--- config.mk ---
export PLATFORM = sky130hd
export DESIGN_NAME = alldev_lane
export DESIGN_NICKNAME = d
export VERILOG_FILES = /design/src/allan_deviation_six_axis_top_macros.svh /design/src/alldev_pkg.sv /design/src/alldev_lane.sv
export SDC_FILE = /design/constraint.sdc
export NUM_CORES = 2
export LEC_CHECK = 0
export ABC_AREA = 1
export BUFFER_PORTS_ARGS = -buffer_cell sky130_fd_sc_hd__buf_2
export CORE_MARGIN = 5
export CORE_UTILIZATION = 60
export CTS_CLUSTER_SIZE = 8
export DETAILED_ROUTE_END_ITERATION = 8
export GPL_ROUTABILITY_DRIVEN = 0
export PLACE_DENSITY_LB_ADDON = 0.2
export SYNTH_ARGS = -nofsm -noshare
export SYNTH_HDL_FRONTEND = slang
export SYNTH_SLANG_ARGS = --single-unit
--- constraint.sdc ---
create_clock -name clk -period 14.92 [get_ports clk]
set_input_delay 0.746 -clock clk [delete_from_list [all_inputs] [get_ports clk]]
set_output_delay 0.746 -clock clk [all_outputs]
set_load 0.005 [all_outputs]
--- src/allan_deviation_six_axis_top_macros.svh ---
// assertion macros for the allan deviation rtl
`ifndef ALLAN_DEVIATION_SIX_AXIS_TOP_MACROS_SVH
`define ALLAN_DEVIATION_SIX_AXIS_TOP_MACROS_SVH
`ifndef ASSERT_OFF
`define ALD_ASSERT_IMP(label, clk, rst_n, ante, cons) \
    label: assert property (@(posedge clk) disable iff (!rst_n) (ante) |-> (cons)) \
        else $error("assertion failed");
`define ALD_ASSERT_NEXT(label, clk, rst_n, ante, cons) \
    label: assert property (@(posedge clk) disable iff (!rst_n) (ante) |=> (cons)) \
        else $error("assertion failed");
`else
`define ALD_ASSERT_IMP(label, clk, rst_n, ante, cons)
`define ALD_ASSERT_NEXT(label, clk, rst_n, ante, cons)
`endif
`endif

--- src/alldev_pkg.sv ---
// types and constants of the allan deviation block
`default_nettype none
package alldev_pkg;
    localparam int SAMPLE_BITS = 32;
    localparam int AXES        = 6;
    localparam int OUT_FIELDS  = 6;
    localparam int SUM_W       = SAMPLE_BITS + 16;
    localparam int SQ_W        = 64;
    localparam int ROOT_W      = 32;
    localparam int DIV_W       = 16;
    localparam int DIV_STEPS   = 64;
    localparam int ROOT_STEPS  = 32;
    localparam int STEP_W      = $clog2(DIV_STEPS);
    localparam int LEN_W       = 16;
    localparam int CNT_W       = 12;
    localparam int ADDR_W      = 3;
    localparam logic [ADDR_W-1:0] ADDR_LEN = 3'd0;
    localparam logic [ADDR_W-1:0] ADDR_CNT = 3'd4;
    localparam logic [LEN_W-1:0] LEN_RESET = 16'd100;
    localparam logic [CNT_W-1:0] CNT_RESET = 12'd2;

    typedef logic signed [SAMPLE_BITS-1:0] sample_t;

    typedef enum logic [3:0] {
        OP_NONE,
        OP_TAKE,
        OP_MLOAD,
        OP_DSTEP,
        OP_SQUARE,
        OP_ACCUM,
        OP_VLOAD,
        OP_RLOAD,
        OP_RSTEP,
        OP_CLEAR
    } lane_op_t;

    typedef struct packed {
        lane_op_t op;
        logic     restart;
        logic     first;
    } lane_ctrl_t;

    typedef enum logic [3:0] {
        S_IDLE,
        S_MLOAD,
        S_MDIV,
        S_SQUARE,
        S_ACCUM,
        S_VLOAD,
        S_VDIV,
        S_RLOAD,
        S_ROOT,
        S_OUT
    } state_t;
endpackage
`default_nettype wire

--- src/alldev_lane.sv ---
// one axis: block sum, mean divide, squared difference, variance divide, square root
`default_nettype none
module alldev_lane (
    input  wire                         clk,
    input  wire                         rst_n,
    input  alldev_pkg::lane_ctrl_t      ctrl,
    input  alldev_pkg::sample_t         sample,
    input  wire [alldev_pkg::DIV_W-1:0] divisor,
    output logic [alldev_pkg::ROOT_W-1:0] root
);
    import alldev_pkg::*;

    logic signed [SUM_W-1:0] sum_reg, sum_next;
    logic signed [SUM_W-1:0] prev_reg, prev_next;
    logic [SQ_W-1:0]         sqsum_reg, sqsum_next;
    logic [SQ_W-1:0]         sq_reg;
    logic [SQ_W-1:0]         num_reg;
    logic [DIV_W-1:0]        rem_reg;
    logic                    neg_reg;
    logic [SQ_W-1:0]         x_reg, root_reg, bit_reg;

    logic [DIV_W:0]          rem_shift;
    logic                    rem_ge;
    logic [SUM_W-1:0]        sum_mag;
    logic signed [SUM_W-1:0] mean;
    logic signed [SUM_W:0]   diff;
    logic [SUM_W:0]          diff_mag;
    logic [SQ_W-1:0]         sq_val;
    logic [SQ_W:0]           sat_sum;
    logic [SQ_W-1:0]         trial;

    // restoring divider step, one quotient bit per cycle
    assign rem_shift = {rem_reg, num_reg[SQ_W-1]};
    assign rem_ge    = rem_shift >= {1'b0, divisor};
    assign sum_mag   = sum_reg[SUM_W-1] ? SUM_W'(-sum_reg) : sum_reg;

    // signed mean and saturated square of the difference
    assign mean     = neg_reg ? SUM_W'(-num_reg[SUM_W-1:0]) : signed'(num_reg[SUM_W-1:0]);
    assign diff     = {mean[SUM_W-1], mean} - {prev_reg[SUM_W-1], prev_reg};
    assign diff_mag = diff[SUM_W] ? (SUM_W+1)'(-diff) : diff;
    assign sq_val   = (diff_mag[SUM_W:ROOT_W] != '0) ? {SQ_W{1'b1}}
                    : SQ_W'(diff_mag[ROOT_W-1:0] * diff_mag[ROOT_W-1:0]);
    assign sat_sum  = {1'b0, sqsum_reg} + {1'b0, sq_reg};

    // square root trial value
    assign trial = root_reg + bit_reg;

    // next analysis state
    always_comb
    begin
        sum_next   = sum_reg;
        prev_next  = prev_reg;
        sqsum_next = sqsum_reg;
        case (ctrl.op)
            OP_TAKE:
            begin
                sum_next = (ctrl.restart ? '0 : sum_reg) + SUM_W'(sample);
                if (ctrl.restart)
                begin
                    prev_next  = '0;
                    sqsum_next = '0;
                end
            end
            OP_SQUARE:
            begin
                prev_next = mean;
                sum_next  = '0;
            end
            OP_ACCUM:
            begin
                if (!ctrl.first)
                    sqsum_next = sat_sum[SQ_W] ? {SQ_W{1'b1}} : sat_sum[SQ_W-1:0];
            end
            OP_CLEAR:
            begin
                sum_next   = '0;
                prev_next  = '0;
                sqsum_next = '0;
            end
            default:
            begin
                sum_next = sum_reg;
            end
        endcase
    end

    // analysis state registers
    always_ff @(posedge clk or negedge rst_n)
    begin
        if (!rst_n)
        begin
            sum_reg   <= '0;
            prev_reg  <= '0;
            sqsum_reg <= '0;
        end
        else
        begin
            sum_reg   <= sum_next;
            prev_reg  <= prev_next;
            sqsum_reg <= sqsum_next;
        end
    end

    // divider, square and root datapath
    always_ff @(posedge clk)
    begin
        case (ctrl.op)
            OP_MLOAD:
            begin
                neg_reg <= sum_reg[SUM_W-1];
                num_reg <= SQ_W'(sum_mag);
                rem_reg <= '0;
            end
            OP_VLOAD:
            begin
                num_reg <= sqsum_reg;
                rem_reg <= '0;
            end
            OP_DSTEP:
            begin
                rem_reg <= rem_ge ? DIV_W'(rem_shift - {1'b0, divisor})
                                  : rem_shift[DIV_W-1:0];
                num_reg <= {num_reg[SQ_W-2:0], rem_ge};
            end
            OP_SQUARE:
            begin
                sq_reg <= sq_val;
            end
            OP_RLOAD:
            begin
                x_reg    <= num_reg;
                root_reg <= '0;
                bit_reg  <= SQ_W'(1) << (SQ_W - 2);
            end
            OP_RSTEP:
            begin
                if (x_reg >= trial)
                begin
                    x_reg    <= x_reg - trial;
                    root_reg <= (root_reg >> 1) + bit_reg;
                end
                else
                begin
                    root_reg <= root_reg >> 1;
                end
                bit_reg <= bit_reg >> 2;
            end
            default:
            begin
                neg_reg <= neg_reg;
            end
        endcase
    end

    assign root = root_reg[ROOT_W-1:0];
endmodule
`default_nettype wire

==> summary.md <==
| Metric | Value |
|---|---|
| H-tree depth | `3` |
| GRT Residual Overflow | `0` |
| GR Util All Layers | `between 30% and 40%` |
| Mapped Avg Cell Area | `between 7 and 8 um^2` |
| Most frequent CP cell | `nand2_1` |
| Setup TNS | `0 ns` |
| Measured slew at the worst slew-check pin | `about 1.3 ns` |
| Routed vias/inst | `about 5.9` |
| P&R area growth vs syn | `5.323%` |
| Endpoints failing setup | `0` |
| Status | `completed` |
| Post-synth top area cell | `fa_1` |
| Worst Path Max Fanout | `slightly below 50` |
| Mapped Cells | `slightly above 10,000` |
| Crit share post-route | `between 90 and 100%` |
| Share of the synthesized area in the top cell type | `approximately 22%` |
| Maxcap violations | `0` |
| Asr flop ratio synth | `between 30% and 40%` |
| Core Area | `between 0.1 and 0.15 mm^2` |
| Drt pass-1 iters | `8` |
| Count leader, synth | `inv_1` |
| Initial antenna violation count | `3` |
| Share of layout cells above drive strength 1 | `4.360%` |
| Initial DRC Count | `roughly 8,100` |
| First-pass GRT wire length | `376,700 um` |
| Largest stage delay, worst path | `~0.7 ns` |
| Die area | `around 0.13 mm^2` |
| TritonCTS clock tree | `built` |
| Fin nets | `11,510` |
| Min Tclk post-route | `13.86 ns` |
| ANT cells | `0` |
| Cells taking the most area after synthesis | `fa_1 (22%), edfxtp_1 (12%), inv_1 (11%), ha_1 (9.8%), nand2_1 (9.3%)` |
| Starting density of the core | `60.14%` |
| Unrepaired setup endpoints after global routing | `no` |
| # port buffers | `87` |
| Largest net degree at the start of global routing | `78` |
| Sink Count | `465` |
| Clk slew on worst S/H paths | `0.06 ns` |
| Postcts setup bufs | `0` |
| Crit start category | `flop` |
| HP Class | `input pin to asynchronous set/reset pin` |
| Post-Route WL | `approximately 240,000 um` |
| FP Rows | `between 100 and 150` |
| Die W | `361.6 um` |
| Vias in the first global route | `approximately 70,000` |
| WS Path Type | `flop to flop` |
| Footprint of the multi-input gates | `0.05161 mm^2` |
| Clock Tree Buf Depth | `3` |
| DPL Wire Length | `between 150,000 and 200,000 um` |
| Top cells by count, synth | `inv_1 (2,177), nand2_1 (1,844), nor2_1 (1,155)` |
| IO Count | `88` |
| Antenna viol nets, final | `0` |
| Num CTS Buffers | `a little under 70` |
| Final Worst Setup Slack | `1.062 ns` |
| DR DRC count | `0` |
| Register Area | `between 0.01 and 0.015 mm^2` |
| Worst-Skew Late Latency | `about 0.67 ns` |
| Hold Fails Final Rpt | `0` |
| Final-layout fill cell count | `11,030` |
| Pre-CTS WS | `approximately 1.3 ns` |
| Drt wl/cell | `a little over 20 um` |
| Synth Warn # | `0` |
| Slew Limit Fails | `0` |
| Buf+Inv Stages, Crit Path | `8` |
| FF+latch count, synth | `roughly 470` |
| CP top delay family | `adder cells` |
| Max Freq | `roughly 70 MHz` |
| Routed vias | `between 60,000 and 70,000` |
| Synth unique cells | `60` |
| Synthesized cell area | `between 0.07 and 0.08 mm^2` |
| Vert. Die Dim | `approximately 360 um` |
| Clock Tree Root | `clkbuf_16` |
| Critical Path RT | `approximately 15 ns` |
| Relative slew slack | `approximately 15%` |
| Final clock skew | `between 0.05 and 0.06 ns` |
| Post-synth EDFFs | `approximately 300` |
| CP endpoint kind | `flop` |
| Syn_nets | `11,530` |
| Critical path's slowest cell | `inv_2` |
| Primary FF master, synth | `edfxtp_1` |
| Sequential cell area fraction in the yosys report | `17.75%` |
| Arrival time worst endpoint | `14.23 ns` |
==> cell families after synthesis <==
logic type	Yosys count	share of synthesized area, %
XOR/XNOR	336	3.968
AO/OA/AOI/OAI	1706	12.79
flip-flops	465	17.75
buffers and inverters	2455	12.85
AND/OR/NAND/NOR	3742	21.11
adder cells (fa/ha/maj)	1385	31.53
==> through the flow <==
step / hold slack [ns] / cell area, um^2 / cells / utilization (%)
final: 0.09454 / 78110 / 11750 / 63.34
after global routing: 0.1481 / 78110 / 11750 / 63.34
after CTS: 0.1128 / 78070 / 11750 / 63.31
after detailed placement: 0.4939 / 76070 / 11640 / 61.68
after global placement: 0.4925 / 76070 / 11640 / 61.68
after floorplan: 0.4504 / 74160 / 10090 / -
==> path summary, 6_finish.rpt <==
path,depth (start not counted),endpoint,slack (ns),start
hold / removal,1,sqsum_reg[60]$_DFFE_PN0P_,0.09,rst_n
min in group clk,4,sum_reg[0]$_DFFE_PN0P_,0.49,sample[0]
setup reg to reg,53,sq_reg[55]$_SDFFCE_PP1P_,1.06,num_reg[2]$_DFFE_PP_
max in group asynchronous,2,prev_reg[5]$_DFFE_PN0P_,13.46,rst_n
setup / recovery,53,sq_reg[55]$_SDFFCE_PP1P_,1.06,num_reg[2]$_DFFE_PP_
hold reg to reg,2,sum_reg[22]$_DFFE_PN0P_,0.52,sum_reg[22]$_DFFE_PN0P_
==> cells in the final DEF, fill, tap and decap left out, types with 39 or more instances in the layout <==
cell type,synthesis,final
inv_1,2177,2175
nand2_1,1844,1840
nor2_1,1155,1152
fa_1,807,807
o21ai_0,657,657
a21oi_1,637,636
ha_1,578,578
nand3_1,329,327
edfxtp_1,305,305
xor2_1,211,203
dfrtp_1,160,160
xnor2_1,125,125
nor3_1,121,121
a31oi_1,119,119
buf_2,48,86
buf_4,40,71
clkbuf_16,0,70
nand3_2,68,68
nand4_1,59,59
o221ai_1,48,48
nor4_1,41,41
or2_2,41,41
clkbuf_1,142,39
==> routing by layer <==
layer | routed length (um) | global-route usage (%) | share of wire (%) | up-vias
met5 | 32 | 0 | 0.013 | -
met4 | 18150 | 21.63 | 7.5 | 6
met3 | 27260 | 9.406 | 11 | 1009
met2 | 106500 | 58.12 | 44 | 4097
met1 | 90530 | 45.02 | 37 | 32660
li1 | - | - | - | 31840
==> what timing repair did <==
item,4_1_cts,5_1_grt
hold buffers,0,0
setup endpoints to repair,0,1
resized for setup,0,1
==> cell type report <==
class                   count  share of cell area, %
flip-flops and latches    465                  16.85
multi-input cells        7169                  66.07
inverters                2207                  10.61
repair buffers            159                  1.283
clock inverters             6                 0.1410
well taps                1637                  2.622
clock buffers             109                  2.430
Power is left out: the tool's default activity adds up to more than one toggle a clock period on the data nets, which glitch-free logic cannot reach.
